--- config.mk ---
export PLATFORM = sky130hd
export DESIGN_NAME = crpb_seq
export DESIGN_NICKNAME = d
export VERILOG_FILES = /design/src/hw/rtl/crpb_pkg.sv /design/src/hw/rtl/crpb_seq.sv
export SDC_FILE = /design/constraint.sdc
export NUM_CORES = 1
export LEC_CHECK = 0
export BUFFER_PORTS_ARGS = -buffer_cell sky130_fd_sc_hd__clkbuf_2
export CAP_MARGIN = 30
export CORE_MARGIN = 3
export CORE_UTILIZATION = 52
export CTS_CLUSTER_SIZE = 25
export DETAILED_ROUTE_END_ITERATION = 10
export GPL_TIMING_DRIVEN = 0
export PLACE_DENSITY_LB_ADDON = 0.2
export SETUP_SLACK_MARGIN = 0.2
export SLEW_MARGIN = 30
export SYNTH_ARGS = -nofsm -noshare
export SYNTH_HDL_FRONTEND = slang
export SYNTH_SLANG_ARGS = --single-unit
--- constraint.sdc ---
create_clock -name clk -period 3 [get_ports clk]
set_clock_uncertainty 0.05 [all_clocks]
set_input_delay 0.45 -clock clk [delete_from_list [all_inputs] [get_ports clk]]
set_output_delay 0.45 -clock clk [all_outputs]
set_load 0.005 [all_outputs]
--- src/hw/rtl/crpb_pkg.sv ---
// Shared types, constants and the control store for the circle raster block.
// Used by crpb_seq, crpb_dp and the top level; depends on nothing else.
`timescale 1ns / 1ps

package crpb_pkg;

  // Screen geometry
  localparam int SCREEN_WIDTH = 128;
  localparam int PAGE_COUNT   = 8;
  localparam int ROW_COUNT    = PAGE_COUNT * 8;
  localparam int BUF_BYTES    = SCREEN_WIDTH * PAGE_COUNT;
  localparam int AW           = $clog2(BUF_BYTES);

  // Coordinate and error-term widths (signed)
  localparam int CW = 10;
  localparam int EW = 12;

  // Step counter width
  localparam int UW = 5;

  // Request opcodes
  localparam logic [1:0] OP_CIRCLE = 2'd0;
  localparam logic [1:0] OP_PIXEL  = 2'd1;
  localparam logic [1:0] OP_READ   = 2'd2;
  localparam logic [1:0] OP_NOP    = 2'd3;

  // Point selects for the address generator
  localparam logic [2:0] PT_C0   = 3'd0;
  localparam logic [2:0] PT_C1   = 3'd1;
  localparam logic [2:0] PT_C2   = 3'd2;
  localparam logic [2:0] PT_C3   = 3'd3;
  localparam logic [2:0] PT_PIX  = 3'd4;
  localparam logic [2:0] PT_READ = 3'd5;

  // Sequencer branch conditions
  localparam logic [2:0] C_NEXT = 3'd0;  // advance
  localparam logic [2:0] C_JMP  = 3'd1;  // jump to target
  localparam logic [2:0] C_DISP = 3'd2;  // wait for a request, dispatch on opcode
  localparam logic [2:0] C_LOOP = 3'd3;  // jump to target while the circle loop runs
  localparam logic [2:0] C_CLR  = 3'd4;  // hold until the clear sweep ends, then target
  localparam logic [2:0] C_WAIT = 3'd5;  // hold while the output slot is busy, then target

  // Program step addresses
  localparam logic [UW-1:0] S_CLR   = 5'd0;
  localparam logic [UW-1:0] S_IDLE  = 5'd1;
  localparam logic [UW-1:0] S_CINIT = 5'd2;
  localparam logic [UW-1:0] S_RD0   = 5'd3;
  localparam logic [UW-1:0] S_WR0   = 5'd4;
  localparam logic [UW-1:0] S_RD1   = 5'd5;
  localparam logic [UW-1:0] S_WR1   = 5'd6;
  localparam logic [UW-1:0] S_RD2   = 5'd7;
  localparam logic [UW-1:0] S_WR2   = 5'd8;
  localparam logic [UW-1:0] S_RD3   = 5'd9;
  localparam logic [UW-1:0] S_WR3   = 5'd10;
  localparam logic [UW-1:0] S_UPD   = 5'd11;
  localparam logic [UW-1:0] S_DONE  = 5'd12;
  localparam logic [UW-1:0] S_PRD   = 5'd13;
  localparam logic [UW-1:0] S_PWR   = 5'd14;
  localparam logic [UW-1:0] S_RRD   = 5'd15;
  localparam logic [UW-1:0] S_RCAP  = 5'd16;

  typedef struct packed {
    logic       load;  // capture request fields
    logic       init;  // start circle loop
    logic       rd;    // address a pixel and read its byte
    logic [2:0] pt;    // which point to address
    logic       wr;    // modify and store the byte, count
    logic       upd;   // advance circle loop variables
    logic       cap;   // capture read byte into result
    logic       clr;   // clear sweep write
    logic       done;  // hand the result to the output register
  } dp_ctrl_t;

  typedef struct packed {
    dp_ctrl_t        ctl;
    logic [2:0]      cond;
    logic [UW-1:0]   target;
  } ucode_t;

  typedef struct packed {
    logic clr_last;
    logic loop_more;
    logic out_busy;
  } dp_stat_t;

  function automatic logic [7:0] rev8(input logic [7:0] v);
    logic [7:0] r;
    for (int k = 0; k < 8; k++) begin
      r[k] = v[7-k];
    end
    return r;
  endfunction

  function automatic logic [UW-1:0] dispatch(input logic [1:0] op);
    logic [UW-1:0] s;
    case (op)
      OP_CIRCLE: s = S_CINIT;
      OP_PIXEL:  s = S_PRD;
      OP_READ:   s = S_RRD;
      OP_NOP:    s = S_DONE;
      default:   s = S_DONE;
    endcase
    return s;
  endfunction

  function automatic ucode_t ucode_rom(input logic [UW-1:0] a);
    ucode_t w;
    w = '0;
    case (a)
      S_CLR: begin
        w.ctl.clr = 1'b1; w.cond = C_CLR; w.target = S_IDLE;
      end
      S_IDLE: begin
        w.ctl.load = 1'b1; w.cond = C_DISP;
      end
      S_CINIT: begin
        w.ctl.init = 1'b1; w.cond = C_NEXT;
      end
      S_RD0: begin
        w.ctl.rd = 1'b1; w.ctl.pt = PT_C0; w.cond = C_NEXT;
      end
      S_RD1: begin
        w.ctl.rd = 1'b1; w.ctl.pt = PT_C1; w.cond = C_NEXT;
      end
      S_RD2: begin
        w.ctl.rd = 1'b1; w.ctl.pt = PT_C2; w.cond = C_NEXT;
      end
      S_RD3: begin
        w.ctl.rd = 1'b1; w.ctl.pt = PT_C3; w.cond = C_NEXT;
      end
      S_WR0, S_WR1, S_WR2, S_WR3: begin
        w.ctl.wr = 1'b1; w.cond = C_NEXT;
      end
      S_UPD: begin
        w.ctl.upd = 1'b1; w.cond = C_LOOP; w.target = S_RD0;
      end
      S_DONE: begin
        w.ctl.done = 1'b1; w.cond = C_WAIT; w.target = S_IDLE;
      end
      S_PRD: begin
        w.ctl.rd = 1'b1; w.ctl.pt = PT_PIX; w.cond = C_NEXT;
      end
      S_PWR: begin
        w.ctl.wr = 1'b1; w.cond = C_JMP; w.target = S_DONE;
      end
      S_RRD: begin
        w.ctl.rd = 1'b1; w.ctl.pt = PT_READ; w.cond = C_NEXT;
      end
      S_RCAP: begin
        w.ctl.cap = 1'b1; w.cond = C_JMP; w.target = S_DONE;
      end
      default: begin
        w.cond = C_JMP; w.target = S_IDLE;
      end
    endcase
    return w;
  endfunction

endpackage

--- src/hw/rtl/crpb_seq.sv ---
// Microcode sequencer: step counter, control store lookup and branch logic.
// Depends on crpb_pkg.
`timescale 1ns / 1ps

module crpb_seq import crpb_pkg::*; (
  input  logic       clk,
  input  logic       rst,
  input  logic       in_valid,
  input  logic [1:0] opcode,
  input  dp_stat_t   stat,
  output dp_ctrl_t   ctl,
  output logic       in_stall
);

  logic [UW-1:0] upc;
  logic [UW-1:0] upc_next;
  ucode_t        word;

  assign word     = ucode_rom(upc);
  assign ctl      = word.ctl;
  assign in_stall = (word.cond != C_DISP);

  always_comb begin
    case (word.cond)
      C_NEXT:  upc_next = UW'(upc + 1'b1);
      C_JMP:   upc_next = word.target;
      C_DISP:  upc_next = in_valid ? dispatch(opcode) : upc;
      C_LOOP:  upc_next = stat.loop_more ? word.target : UW'(upc + 1'b1);
      C_CLR:   upc_next = stat.clr_last ? word.target : upc;
      C_WAIT:  upc_next = stat.out_busy ? upc : word.target;
      default: upc_next = S_IDLE;
    endcase
  end

  always_ff @(posedge clk) begin
    if (rst) begin
      upc <= S_CLR;
    end else begin
      upc <= upc_next;
    end
  end

endmodule

==> results of run 1 <==
==> worst reg2reg max path: stages, from the launching register on <==
cell,delay (ns)
dfxtp_1,0.35
inv_1,0.14
ha_1,0.19
clkbuf_1,0.36
nand2b_1,0.16
mux2_2,0.31
o21ai_0,0.41
a21oi_1,0.13
a311oi_1,0.27
==> worst max-delay path by stage <==
| stage | from | to | slack [ns] | depth (start not counted) |
|---|---|---|---|---|
| CTS | upc[0] | ctl[8] | 0.51 | 7 |
| finish | upc[0] | ctl[2] | 0.50 | 6 |
| floorplan | upc[0] | upc[0] | 0.88 | 8 |
| detailed placement | upc[2] | upc[0] | 0.56 | 8 |
| global route | upc[0] | upc[0] | 0.33 | 8 |
| global placement | upc[0] | upc[0] | 0.59 | 8 |
==> power groups by stage <==
stage	Sequential [mW]	Clock [mW]	Combinational [mW]
6_report	0.0946	0.0765	0.446
4_1_cts	0.0939	0.0793	0.444
3_5_place_dp	0.0948	0	0.442
3_3_place_gp	0.0945	0	0.437
2_1_floorplan	0.0915	0	0.341
5_1_grt	0.0965	0.0831	0.493
==> cells in the mapped netlist (2+ instances only) <==
| master | instances |
|---|---|
| a211oi_1 | 4 |
| a21o_1 | 4 |
| a21oi_1 | 7 |
| and2_1 | 2 |
| and3_1 | 2 |
| buf_2 | 4 |
| clkbuf_1 | 4 |
| dfxtp_1 | 5 |
| ha_1 | 7 |
| inv_1 | 6 |
| inv_2 | 2 |
| mux2i_1 | 2 |
| nand2_1 | 5 |
| nand2b_1 | 3 |
| nand3_1 | 4 |
| nand3b_1 | 2 |
| nor2_1 | 8 |
| nor2b_1 | 2 |
| nor3_1 | 4 |
| nor3b_1 | 2 |
| o21a_1 | 3 |
| o21ai_0 | 3 |
| o22ai_1 | 3 |
| o32ai_1 | 2 |
| xnor2_1 | 2 |
==> per-layer routing <==
layer  wire, um  vias up  global-route usage
li1           -      442                   -
met1        887      390               0.274
met2       1010       30               0.384
met3        132        0              0.0395
met4          0        0              0.0234
met5          0        -                   0
==> final cells by class <==
type,count,area [um^2],share of cell area
multi-input combinational,86,642,0.670
timing repair buffer,19,95.1,0.0992
tap,15,18.8,0.0196
inverter,8,30.0,0.0313
sequential,5,100,0.104
buffer,9,46.3,0.0483
clock buffer,4,26.3,0.0274
==> kinds of logic (layout without fill, tap and decap cells) <==
logic type      count (synthesis)  in the layout
fa+ha+maj                       7              7
compound gates                 34             34
buf+inv                        17             40
flops                           5              5
simple gates                   39             39
mux                             3              3
xor+xnor                        3              3
==> metrics by stage <==
step | hold slack (ns) | worst slack, ns | area [um^2] | utilization
finish | 0.392 | 0.499 | 958 | 0.693
global route | 0.392 | 0.326 | 958 | 0.693
CTS | 0.384 | 0.513 | 958 | 0.693
detailed placement | 0.528 | 0.563 | 932 | 0.674
global placement | 0.518 | 0.595 | 932 | 0.674
floorplan | 0.472 | 0.878 | 818 | -
==> run_summary.xml, run 1 <==
<?xml version="1.0" encoding="UTF-8"?>
<metrics>
  <group name="detailed_routing">
    <metric name="dr_total_vias" unit="">862</metric>
    <metric name="routedWlPerCell" unit="um">13.9</metric>
    <metric name="ant_nets" unit="">0</metric>
    <metric name="drtPass1Iterations" unit="">4</metric>
    <metric name="routed_wirelength" unit="um">2030</metric>
    <metric name="drt-initial-drc-count" unit="">25</metric>
    <metric name="via_per_inst" unit="">5.90</metric>
    <metric name="drc_errors" unit="">0</metric>
  </group>
  <group name="global_route">
    <metric name="gr-total-overflow" unit="">0</metric>
    <metric name="grtUsageTotal" unit="">0.216</metric>
    <metric name="pin_count_of_the_biggest_net_entering_global_routing" unit="">11</metric>
    <metric name="grt_pass1_vias" unit="">783</metric>
    <metric name="grt_antenna_before_repair" unit="">0</metric>
    <metric name="grt_first_pass_wirelength" unit="um">3350</metric>
  </group>
  <group name="power">
    <metric name="netSwitchingFraction" unit="">0.466</metric>
    <metric name="leakagePower" unit="nW">0.454</metric>
    <metric name="clock_power_share" unit="">0.124</metric>
    <metric name="combPwrFrac" unit="">0.722</metric>
    <metric name="worst_vdd_drop" unit="V">0.000411</metric>
    <metric name="power-per-cell-area" unit="nW/um^2">643</metric>
    <metric name="total_power" unit="mW">0.617</metric>
    <metric name="power.share.sequential" unit="">0.153</metric>
    <metric name="internal_power" unit="mW">0.329</metric>
    <metric name="total_switching_power" unit="mW">0.287</metric>
  </group>
  <group name="cts">
    <metric name="max-clock-path-buffers" unit="">2</metric>
    <metric name="cts.reportedPaths.clkPinSlew" unit="ns">0.04</metric>
    <metric name="cts_made_buffers" unit="">3</metric>
    <metric name="post_cts.resized_instances" unit="">0</metric>
    <metric name="clock_tree.root_cell" unit="">clkbuf_4</metric>
    <metric name="clock-sinks" unit="">5</metric>
    <metric name="cts.repair_timing.setup_buffer_count" unit="">0</metric>
    <metric name="source_to_sink_clock_delay_at_the_later_pin_of_the_worst_skew_pair" unit="ns">0.24</metric>
    <metric name="htree_num_levels" unit="">1</metric>
    <metric name="cts-hold-fix-buffers" unit="">0</metric>
    <metric name="tritoncts" unit="">built</metric>
  </group>
  <group name="floorplanning">
    <metric name="floorplan.io_pins" unit="">20</metric>
    <metric name="coreArea" unit="um^2">1380</metric>
    <metric name="chipHeight" unit="um">45.7</metric>
    <metric name="die_width" unit="um">45.7</metric>
    <metric name="fp-row-count" unit="">13</metric>
    <metric name="floorplan.initialDensity" unit="">0.592</metric>
    <metric name="die-area" unit="um^2">2090</metric>
  </group>
  <group name="cells_and_area">
    <metric name="layout_common_cells" unit="">clkbuf_2, nor2_1, a21oi_1, ha_1, inv_1</metric>
    <metric name="largest_register_by_flop_count" unit="">upc</metric>
    <metric name="instances_no_fill" unit="">146</metric>
    <metric name="filler_cell_count" unit="">121</metric>
    <metric name="number_of_flip_flops_in_the_largest_register" unit="">5</metric>
    <metric name="n_antenna_cell" unit="">0</metric>
    <metric name="area_growth_syn_to_layout" unit="%">17.1</metric>
    <metric name="fraction_of_layout_instances_using_a_drive_strength_above_1" unit="">0.267</metric>
    <metric name="reg.largest.list" unit="">upc (5)</metric>
    <metric name="mostFrequentLayoutCell" unit="">clkbuf_2</metric>
    <metric name="final_net_count" unit="">147</metric>
  </group>
  <group name="worst_hold_path">
    <metric name="hold_path_end" unit="">upc[4]</metric>
    <metric name="holdCritStartpoint" unit="">rst</metric>
    <metric name="hold_path.class" unit="">input pin to register</metric>
    <metric name="hold_depth" unit="">2</metric>
  </group>
  <group name="synth">
    <metric name="syn_area" unit="um^2">818</metric>
    <metric name="synth_adder_area_share" unit="">0.107</metric>
    <metric name="synthesis.instances" unit="">108</metric>
    <metric name="synth.ff_latch_count" unit="">5</metric>
    <metric name="synth_compound_area_frac" unit="">0.338</metric>
    <metric name="post_synth_main_area_contributors" unit="">dfxtp_1, ha_1, a21oi_1</metric>
    <metric name="synth.top_cell.area_share" unit="">0.122</metric>
    <metric name="synthDistinctLibCells" unit="">41</metric>
    <metric name="ys.warnings.count" unit="">0</metric>
    <metric name="edff_count_synth" unit="">0</metric>
    <metric name="synth-xor-area-share" unit="">0.0321</metric>
    <metric name="yosysSeqAreaShare" unit="">0.122</metric>
    <metric name="mux_cell_area_share_after_synthesis" unit="">0.0382</metric>
    <metric name="synth-main-ff-cell" unit="">dfxtp_1</metric>
    <metric name="share_of_async_settable_or_async_resettable_flops_after_synthesis" unit="">0</metric>
    <metric name="synth_top_cell_by_area" unit="">dfxtp_1</metric>
    <metric name="synth.net_count" unit="">123</metric>
    <metric name="post_synth_and_or_nand_nor_area_fraction" unit="">0.269</metric>
    <metric name="synth_top_family_by_area" unit="">compound AO/OA/AOI/OAI gates</metric>
    <metric name="syn_area_per_cell" unit="um^2">7.58</metric>
  </group>
  <group name="worst_setup_path">
    <metric name="crit_buf_inv" unit="">3</metric>
    <metric name="critPathTopFamily" unit="">buffers and inverters</metric>
    <metric name="critPathLaunchType" unit="">register</metric>
    <metric name="rr_startpoint" unit="">upc[0]</metric>
    <metric name="cp.required" unit="ns">2.50</metric>
    <metric name="critical-path-slowest-cell" unit="">nor3_1</metric>
    <metric name="critical_path_arrival" unit="ns">2.00</metric>
    <metric name="cells_on_worst_reg2reg_path" unit="">8</metric>
    <metric name="timing.reg2reg.setup_slack" unit="ns">0.54</metric>
    <metric name="crit_path_max_incr_delay" unit="ns">0.37</metric>
    <metric name="crit_type" unit="">register to primary output</metric>
    <metric name="worstPathCellList" unit="">inv_1 &gt; ha_1 &gt; clkbuf_1 &gt; nand2b_1 &gt; nor3_1 &gt; clkbuf_2</metric>
    <metric name="r2r_end" unit="">upc[0]</metric>
    <metric name="worstPathMaxFanout" unit="">10</metric>
    <metric name="endpoint_kind" unit="">primary output</metric>
  </group>
  <group name="placed_design">
    <metric name="half_perimeter_wire_length_after_placement" unit="um">1590</metric>
    <metric name="dp_cells" unit="">142</metric>
    <metric name="portBuffers" unit="">19</metric>
    <metric name="place_congestion" unit="">0.884</metric>
  </group>
  <group name="sta">
    <metric name="final.period_utilization" unit="">0.834</metric>
    <metric name="final.min_clock_period" unit="ns">2.50</metric>
    <metric name="timing.final.max_slew_violations" unit="">0</metric>
    <metric name="rsz0062_at_grt" unit="">no</metric>
    <metric name="final.setup.tns" unit="ns">0</metric>
    <metric name="worst_pin_slew" unit="ns">0.508</metric>
    <metric name="finalHoldViolCount" unit="">0</metric>
    <metric name="setup_viol" unit="">0</metric>
    <metric name="maximum_clock_frequency" unit="MHz">400</metric>
    <metric name="worst_slew_margin_rel" unit="">0.661</metric>
  </group>
  <group name="outcome">
    <metric name="run_status" unit="">finished, final reports clean</metric>
  </group>
  <group name="run">
    <metric name="max-cap-violations" unit="">0</metric>
  </group>
</metrics>
(Power assumes the default switching activity.)
==> inputs of run 2 (changes only) <==
--- a/config.mk
+++ b/config.mk
@@ -5,10 +5,11 @@
 export SDC_FILE = /design/constraint.sdc
 export NUM_CORES = 1
 export LEC_CHECK = 0
+export ABC_AREA = 1
 export BUFFER_PORTS_ARGS = -buffer_cell sky130_fd_sc_hd__clkbuf_2
 export CAP_MARGIN = 30
 export CORE_MARGIN = 3
-export CORE_UTILIZATION = 52
+export CORE_UTILIZATION = 47
 export CTS_CLUSTER_SIZE = 25
 export DETAILED_ROUTE_END_ITERATION = 10
 export GPL_TIMING_DRIVEN = 0
==> constraint.sdc (replaced) <==
create_clock -name clk -period 2 [get_ports clk]
set_clock_uncertainty 0.05 [all_clocks]
set_input_delay 0.3 -clock clk [delete_from_list [all_inputs] [get_ports clk]]
set_output_delay 0.3 -clock clk [all_outputs]
set_load 0.005 [all_outputs]
==> run_summary.xml, run 2 <==
<?xml version="1.0" encoding="UTF-8"?>
<metrics>
  <group name="outcome">
    <metric name="run_status" unit="">finished, final reports clean</metric>
  </group>
  <group name="detailed_routing">
    <metric name="dr_total_vias" unit="">1025</metric>
    <metric name="drtPass1Iterations" unit="">4</metric>
    <metric name="drt-initial-drc-count" unit="">26</metric>
    <metric name="ant_nets" unit="">0</metric>
    <metric name="via_per_inst" unit="">5.37</metric>
    <metric name="drc_errors" unit="">0</metric>
    <metric name="routedWlPerCell" unit="um">13.1</metric>
    <metric name="routed_wirelength" unit="um">2500</metric>
  </group>
  <group name="synth">
    <metric name="synth.top_cell.area_share" unit="">0.169</metric>
    <metric name="ys.warnings.count" unit="">0</metric>
    <metric name="synth_adder_area_share" unit="">0.110</metric>
    <metric name="share_of_async_settable_or_async_resettable_flops_after_synthesis" unit="">0</metric>
    <metric name="synth_top_family_by_area" unit="">simple AND/OR/NAND/NOR gates</metric>
    <metric name="synthDistinctLibCells" unit="">23</metric>
    <metric name="mux_cell_area_share_after_synthesis" unit="">0</metric>
    <metric name="syn_area_per_cell" unit="um^2">5.58</metric>
    <metric name="synth.net_count" unit="">158</metric>
    <metric name="synthesis.instances" unit="">143</metric>
    <metric name="yosysMostFrequentCell" unit="">nand2_1</metric>
    <metric name="synth_top_cell_by_area" unit="">nand2_1</metric>
    <metric name="synth-main-ff-cell" unit="">dfxtp_1</metric>
    <metric name="syn_area" unit="um^2">798</metric>
    <metric name="yosysSeqAreaShare" unit="">0.125</metric>
    <metric name="synth_compound_area_frac" unit="">0.0940</metric>
    <metric name="synth-xor-area-share" unit="">0.0219</metric>
    <metric name="post_synth_and_or_nand_nor_area_fraction" unit="">0.522</metric>
    <metric name="edff_count_synth" unit="">0</metric>
    <metric name="netlist_top_cells_count" unit="">nand2_1, nor2_1, inv_1</metric>
    <metric name="post_synth_main_area_contributors" unit="">nand2_1, dfxtp_1, ha_1</metric>
    <metric name="synth.ff_latch_count" unit="">5</metric>
  </group>
  <group name="worst_setup_path">
    <metric name="worstSetupPathDepth" unit="">14</metric>
    <metric name="cp.required" unit="ns">2.08</metric>
    <metric name="r2r_end" unit="">upc[1]</metric>
    <metric name="critPathTopFamily" unit="">simple AND/OR/NAND/NOR gates</metric>
    <metric name="crit_type" unit="">register to register</metric>
    <metric name="worstPathMaxFanout" unit="">4</metric>
    <metric name="critPathLaunchType" unit="">register</metric>
    <metric name="critical_path_arrival" unit="ns">2.00</metric>
    <metric name="cells_on_worst_reg2reg_path" unit="">14</metric>
    <metric name="timing.reg2reg.setup_slack" unit="ns">0.08</metric>
    <metric name="cpMostUsedCell" unit="">nand2_2</metric>
    <metric name="critical-path-slowest-cell" unit="">dfxtp_4</metric>
    <metric name="crit_buf_inv" unit="">2</metric>
    <metric name="endpoint_kind" unit="">register</metric>
    <metric name="worstPathCellList" unit="">buf_4 &gt; ha_1 &gt; nand2_2 &gt; nand2_2 &gt; nand2_2 &gt; nand2_1 &gt; nor2_1 &gt; nand2_2 &gt; nand3_1 &gt; nand3_2 &gt; nand2_2 &gt; inv_2 &gt; nand2_1 &gt; a21oi_2</metric>
    <metric name="crit_path_max_incr_delay" unit="ns">0.36</metric>
    <metric name="rr_startpoint" unit="">upc[1]</metric>
  </group>
  <group name="cts">
    <metric name="cts_made_buffers" unit="">3</metric>
    <metric name="htree_num_levels" unit="">1</metric>
    <metric name="clock-sinks" unit="">5</metric>
    <metric name="max-clock-path-buffers" unit="">2</metric>
    <metric name="cts.reportedPaths.clkPinSlew" unit="ns">0.04</metric>
    <metric name="clock_tree.root_cell" unit="">clkbuf_4</metric>
    <metric name="cts-hold-fix-buffers" unit="">0</metric>
    <metric name="source_to_sink_clock_delay_at_the_later_pin_of_the_worst_skew_pair" unit="ns">0.24</metric>
    <metric name="tritoncts" unit="">built</metric>
  </group>
  <group name="global_route">
    <metric name="grt_first_pass_wirelength" unit="um">3680</metric>
    <metric name="gr-total-overflow" unit="">0</metric>
    <metric name="grt_pass1_vias" unit="">893</metric>
    <metric name="grtUsageTotal" unit="">0.230</metric>
    <metric name="grt_antenna_before_repair" unit="">0</metric>
    <metric name="pin_count_of_the_biggest_net_entering_global_routing" unit="">8</metric>
  </group>
  <group name="cells_and_area">
    <metric name="area_growth_syn_to_layout" unit="%">43.6</metric>
    <metric name="n_antenna_cell" unit="">0</metric>
    <metric name="number_of_flip_flops_in_the_largest_register" unit="">5</metric>
    <metric name="filler_cell_count" unit="">130</metric>
    <metric name="largest_register_by_flop_count" unit="">upc</metric>
    <metric name="area_of_combinational_cells_with_multiple_inputs" unit="um^2">724</metric>
    <metric name="final_cell_area" unit="um^2">1150</metric>
    <metric name="utilization" unit="">0.735</metric>
    <metric name="ff_latch_area" unit="um^2">109</metric>
    <metric name="instances_no_fill" unit="">191</metric>
    <metric name="reg.largest.list" unit="">upc (5)</metric>
    <metric name="mostFrequentLayoutCell" unit="">nand2_1</metric>
    <metric name="fraction_of_layout_instances_using_a_drive_strength_above_1" unit="">0.474</metric>
    <metric name="final_net_count" unit="">191</metric>
    <metric name="layout_common_cells" unit="">nand2_1, nor2_1, clkbuf_2, inv_1, nand2_2</metric>
  </group>
  <group name="sta">
    <metric name="worst_slew_margin_rel" unit="">0.733</metric>
    <metric name="setup_viol" unit="">0</metric>
    <metric name="final.period_utilization" unit="">0.962</metric>
    <metric name="finalHoldViolCount" unit="">0</metric>
    <metric name="final.setup.tns" unit="ns">0</metric>
    <metric name="worst_pin_slew" unit="ns">0.399</metric>
    <metric name="final.min_clock_period" unit="ns">1.92</metric>
    <metric name="hold_ws" unit="ns">0.252</metric>
    <metric name="timing.final.max_slew_violations" unit="">0</metric>
    <metric name="rsz0062_at_grt" unit="">yes</metric>
    <metric name="maximum_clock_frequency" unit="MHz">520</metric>
  </group>
  <group name="floorplanning">
    <metric name="die-area" unit="um^2">2230</metric>
    <metric name="floorplan.initialDensity" unit="">0.512</metric>
    <metric name="die_width" unit="um">47.2</metric>
    <metric name="chipHeight" unit="um">47.2</metric>
    <metric name="coreArea" unit="um^2">1560</metric>
    <metric name="fp-row-count" unit="">14</metric>
    <metric name="floorplan.io_pins" unit="">20</metric>
  </group>
  <group name="placed_design">
    <metric name="half_perimeter_wire_length_after_placement" unit="um">1660</metric>
    <metric name="place_congestion" unit="">0.835</metric>
    <metric name="portBuffers" unit="">19</metric>
    <metric name="placement.cell_area" unit="um^2">913</metric>
    <metric name="dp_cells" unit="">178</metric>
  </group>
  <group name="run">
    <metric name="max-cap-violations" unit="">0</metric>
  </group>
  <group name="worst_hold_path">
    <metric name="hold_path_end" unit="">upc[1]</metric>
    <metric name="hold_path.class" unit="">input pin to register</metric>
    <metric name="holdCritStartpoint" unit="">rst</metric>
    <metric name="hold_depth" unit="">2</metric>
  </group>
  <group name="power">
    <metric name="leakagePower" unit="nW">0.622</metric>
    <metric name="power-per-cell-area" unit="nW/um^2">1720</metric>
    <metric name="worst_vdd_drop" unit="V">0.00110</metric>
  </group>
</metrics>
==> run 2: area by class of cell <==
cell class | instances | area share
Buffer | 1 | 0.00983
Clock buffer | 4 | 0.0229
Inverter | 24 | 0.0808
Multi-Input combinational cell | 113 | 0.632
Sequential cell | 5 | 0.0950
Tap cell | 16 | 0.0175
Timing Repair Buffer | 28 | 0.142
==> run 2: how the worst max path moves through the flow <==
stage | start | endpoint | slack (ns)
finish | upc[1] | upc[1] | 0.08
detailed placement | upc[1] | upc[2] | -0.06
CTS | upc[1] | upc[2] | 0.12
floorplan | upc[1] | upc[2] | 0.26
global placement | upc[1] | upc[2] | -0.02
global route | upc[1] | upc[3] | -0.05
==> run 2: cells by family after synthesis <==
logic type | after synthesis
AOI/OAI and AO/OA | 13
xor gates and xnor gates | 2
adders and majority gates | 7
buffers and inverters | 25
DFF | 5
and+or+nand+nor | 91
==> run 2: per-layer routing <==
layer / routed length [um] / track usage / vias up / share of wire
met1: 992 / 0.279 / 460 / 0.40
met4: 51 / 0.0718 / 0 / 0.020
li1: - / - / 511 / -
met5: 0 / 0 / - / 0
met3: 163 / 0.0498 / 6 / 0.065
met2: 1290 / 0.401 / 48 / 0.52
==> run 2: repair_timing <==
action / 4_1_cts / 5_1_grt
resized for setup: 23 / 20
pin swaps: 13 / 14
buffers inserted: 7 / 2
endpoints found under the setup margin: 12 / 12
==> run 2: worst register-to-register path, cell delays in order (launching register included) <==
cell	delay (ns)
dfxtp_4	0.36
buf_4	0.14
ha_1	0.19
nand2_2	0.12
nand2_2	0.07
nand2_2	0.07
nand2_1	0.06
nor2_1	0.12
nand2_2	0.11
nand3_1	0.12
nand3_2	0.11
nand2_2	0.11
inv_2	0.05
nand2_1	0.08
a21oi_2	0.05
==> run 2: through the flow <==
| step | worst slack, ns | power, mW |
|---|---|---|
| global route | -0.0525 | 2.16 |
| floorplan | 0.260 | 1.08 |
| CTS | 0.124 | 1.72 |
| detailed placement | -0.0552 | 1.36 |
| global placement | -0.0200 | 1.34 |
| finish | 0.0755 | 1.97 |
==> run 2: report_power, final <==
part / internal [mW] / total [mW] / switching [mW]
registers: 0.145 / 0.195 / 0.0502
logic: 0.659 / 1.66 / 0.998
clock network: 0.0754 / 0.117 / 0.0418
total: 0.879 / 1.97 / 1.09
==> inputs of run 3 (changes only) <==
--- a/config.mk
+++ b/config.mk
@@ -5,7 +5,6 @@
 export SDC_FILE = /design/constraint.sdc
 export NUM_CORES = 1
 export LEC_CHECK = 0
-export ABC_AREA = 1
 export BUFFER_PORTS_ARGS = -buffer_cell sky130_fd_sc_hd__clkbuf_2
 export CAP_MARGIN = 30
 export CORE_MARGIN = 3
==> run_summary.xml, run 3 (synthesis results as in run 1) <==
<?xml version="1.0" encoding="UTF-8"?>
<metrics>
  <group name="global_route">
    <metric name="grt_pass1_vias" unit="">874</metric>
    <metric name="grtUsageTotal" unit="">0.238</metric>
    <metric name="grt_first_pass_wirelength" unit="um">3760</metric>
    <metric name="gr-total-overflow" unit="">0</metric>
    <metric name="pin_count_of_the_biggest_net_entering_global_routing" unit="">11</metric>
    <metric name="grt_antenna_before_repair" unit="">0</metric>
  </group>
  <group name="detailed_routing">
    <metric name="routedWlPerCell" unit="um">17.6</metric>
    <metric name="drc_errors" unit="">0</metric>
    <metric name="topRoutingLayerUsed" unit="">met4</metric>
    <metric name="via_per_inst" unit="">6.31</metric>
    <metric name="wl_met3" unit="um">131</metric>
    <metric name="dr_total_vias" unit="">997</metric>
    <metric name="drtPass1Iterations" unit="">4</metric>
    <metric name="routed_wirelength" unit="um">2780</metric>
    <metric name="drt-initial-drc-count" unit="">40</metric>
    <metric name="met1_length" unit="um">1190</metric>
    <metric name="wl_met2" unit="um">1360</metric>
    <metric name="ant_nets" unit="">0</metric>
  </group>
  <group name="cts">
    <metric name="max-clock-path-buffers" unit="">2</metric>
    <metric name="cts-hold-fix-buffers" unit="">0</metric>
    <metric name="tritoncts" unit="">built</metric>
    <metric name="cts.reportedPaths.clkPinSlew" unit="ns">0.04</metric>
    <metric name="htree_num_levels" unit="">1</metric>
    <metric name="cts_made_buffers" unit="">3</metric>
    <metric name="source_to_sink_clock_delay_at_the_later_pin_of_the_worst_skew_pair" unit="ns">0.25</metric>
    <metric name="clock-sinks" unit="">5</metric>
    <metric name="clock_tree.root_cell" unit="">clkbuf_4</metric>
  </group>
  <group name="sta">
    <metric name="fin_ws" unit="ns">-0.0990</metric>
    <metric name="maximum_clock_frequency" unit="MHz">476</metric>
    <metric name="worst_pin_slew" unit="ns">0.459</metric>
    <metric name="setup_viol" unit="">5</metric>
    <metric name="rsz0062_at_grt" unit="">yes</metric>
    <metric name="finalHoldViolCount" unit="">0</metric>
    <metric name="final.min_clock_period" unit="ns">2.10</metric>
    <metric name="timing.final.max_slew_violations" unit="">0</metric>
    <metric name="worst_slew_margin_rel" unit="">0.694</metric>
    <metric name="final.period_utilization" unit="">1.05</metric>
  </group>
  <group name="power">
    <metric name="leakagePower" unit="nW">0.554</metric>
    <metric name="worst_vdd_drop" unit="V">0.000694</metric>
    <metric name="power-per-cell-area" unit="nW/um^2">1020</metric>
  </group>
  <group name="floorplanning">
    <metric name="chipHeight" unit="um">47.7</metric>
    <metric name="floorplan.io_pins" unit="">20</metric>
    <metric name="coreArea" unit="um^2">1580</metric>
    <metric name="die_width" unit="um">47.7</metric>
    <metric name="fp-row-count" unit="">14</metric>
    <metric name="die-area" unit="um^2">2280</metric>
    <metric name="floorplan.initialDensity" unit="">0.519</metric>
  </group>
  <group name="worst_hold_path">
    <metric name="hold_path_end" unit="">upc[0]</metric>
    <metric name="hold_path.class" unit="">input pin to register</metric>
    <metric name="hold_depth" unit="">2</metric>
    <metric name="holdCritStartpoint" unit="">rst</metric>
  </group>
  <group name="worst_setup_path">
    <metric name="crit_type" unit="">register to register</metric>
    <metric name="critical_path_arrival" unit="ns">2.20</metric>
    <metric name="worstPathMaxFanout" unit="">6</metric>
    <metric name="rr_startpoint" unit="">upc[0]</metric>
    <metric name="cp.required" unit="ns">2.10</metric>
    <metric name="timing.reg2reg.setup_slack" unit="ns">-0.1</metric>
    <metric name="critPathLaunchType" unit="">register</metric>
    <metric name="endpoint_kind" unit="">register</metric>
    <metric name="cells_on_worst_reg2reg_path" unit="">9</metric>
    <metric name="r2r_end" unit="">upc[3]</metric>
  </group>
  <group name="cells_and_area">
    <metric name="mostFrequentLayoutCell" unit="">clkbuf_2</metric>
    <metric name="fraction_of_layout_instances_using_a_drive_strength_above_1" unit="">0.521</metric>
    <metric name="instances_no_fill" unit="">158</metric>
    <metric name="largest_register_by_flop_count" unit="">upc</metric>
    <metric name="layout_common_cells" unit="">clkbuf_2, buf_4, nor2_1, a21oi_1, buf_2</metric>
    <metric name="reg.largest.list" unit="">upc (5)</metric>
    <metric name="n_antenna_cell" unit="">0</metric>
    <metric name="number_of_flip_flops_in_the_largest_register" unit="">5</metric>
    <metric name="area_growth_syn_to_layout" unit="%">54.9</metric>
    <metric name="final_net_count" unit="">158</metric>
  </group>
  <group name="placed_design">
    <metric name="placement.setup.worst_slack" unit="ns">-0.198</metric>
    <metric name="dp_cells" unit="">143</metric>
    <metric name="half_perimeter_wire_length_after_placement" unit="um">1680</metric>
    <metric name="portBuffers" unit="">19</metric>
    <metric name="place_congestion" unit="">0.876</metric>
  </group>
  <group name="run">
    <metric name="max-cap-violations" unit="">0</metric>
  </group>
  <group name="outcome">
    <metric name="run_status" unit="">complete, but fails checks</metric>
    <metric name="violations" unit="">setup timing</metric>
  </group>
</metrics>
==> run 3: timing repair <==
action | 4_1_cts | 5_1_grt
resized for setup | 16 | 27
hold endpoints to repair | 0 | 0
setup buffers | 11 | 0
pin swaps | 7 | 2
setup endpoints to repair | 15 | 16
==> run 3: how the worst max path moves through the flow <==
stage	from	end	slack, ns
global placement	upc[0]	upc[0]	-0.21
floorplan	upc[2]	upc[0]	0.03
global route	upc[0]	upc[3]	-0.17
finish	upc[0]	upc[3]	-0.1
detailed placement	upc[0]	upc[0]	-0.20
CTS	upc[1]	upc[3]	-0.07
==> run 3: where the power goes <==
group | switching, mW | total, mW | internal [mW] | leakage [nW]
logic | 0.508 | 1.01 | 0.500 | 0.497
registers | 0.0373 | 0.163 | 0.126 | 0.0428
clock network | 0.0428 | 0.118 | 0.0755 | 0.0150
==> run 3: routing by layer <==
layer / track usage / up-vias
li1: - / 467
met1: 0.276 / 473
met2: 0.398 / 43
met3: 0.0338 / 14
met4: 0.161 / 0
met5: 0 / -
==> run 3: area by class of cell <==
type / count / area [um^2]
plain buffers: 9 / 95.1
clock buffers: 4 / 26.3
fillers: 105 / 309
inverters: 8 / 35.0
multi-input cells: 86 / 802
flip-flops and latches: 5 / 111
well taps: 16 / 20.0
repair buffers: 30 / 178
==> run 3: stage by stage <==
step           setup TNS [ns]  hold WS [ns]  utilization  cell area [um^2]  power (mW)
2_1_floorplan               0         0.315            -               873       0.674
3_3_place_gp           -0.416         0.495        0.627               988       0.827
3_5_place_dp           -0.464         0.505        0.627               988       0.837
4_1_cts                -0.185         0.243        0.736              1160        1.14
5_1_grt                -0.755         0.255        0.804              1270        1.39
6_report               -0.294         0.266        0.804              1270        1.29
==> run 3: critical path, cell delays in order (launching register included) <==
cell and delay (ns):
dfxtp_4 0.37, ha_4 0.16, buf_8 0.12, and3_4 0.18, ha_4 0.16, a211oi_4 0.25, inv_2 0.10, o32ai_4 0.25
a211oi_2 0.11, o32ai_2 0.25
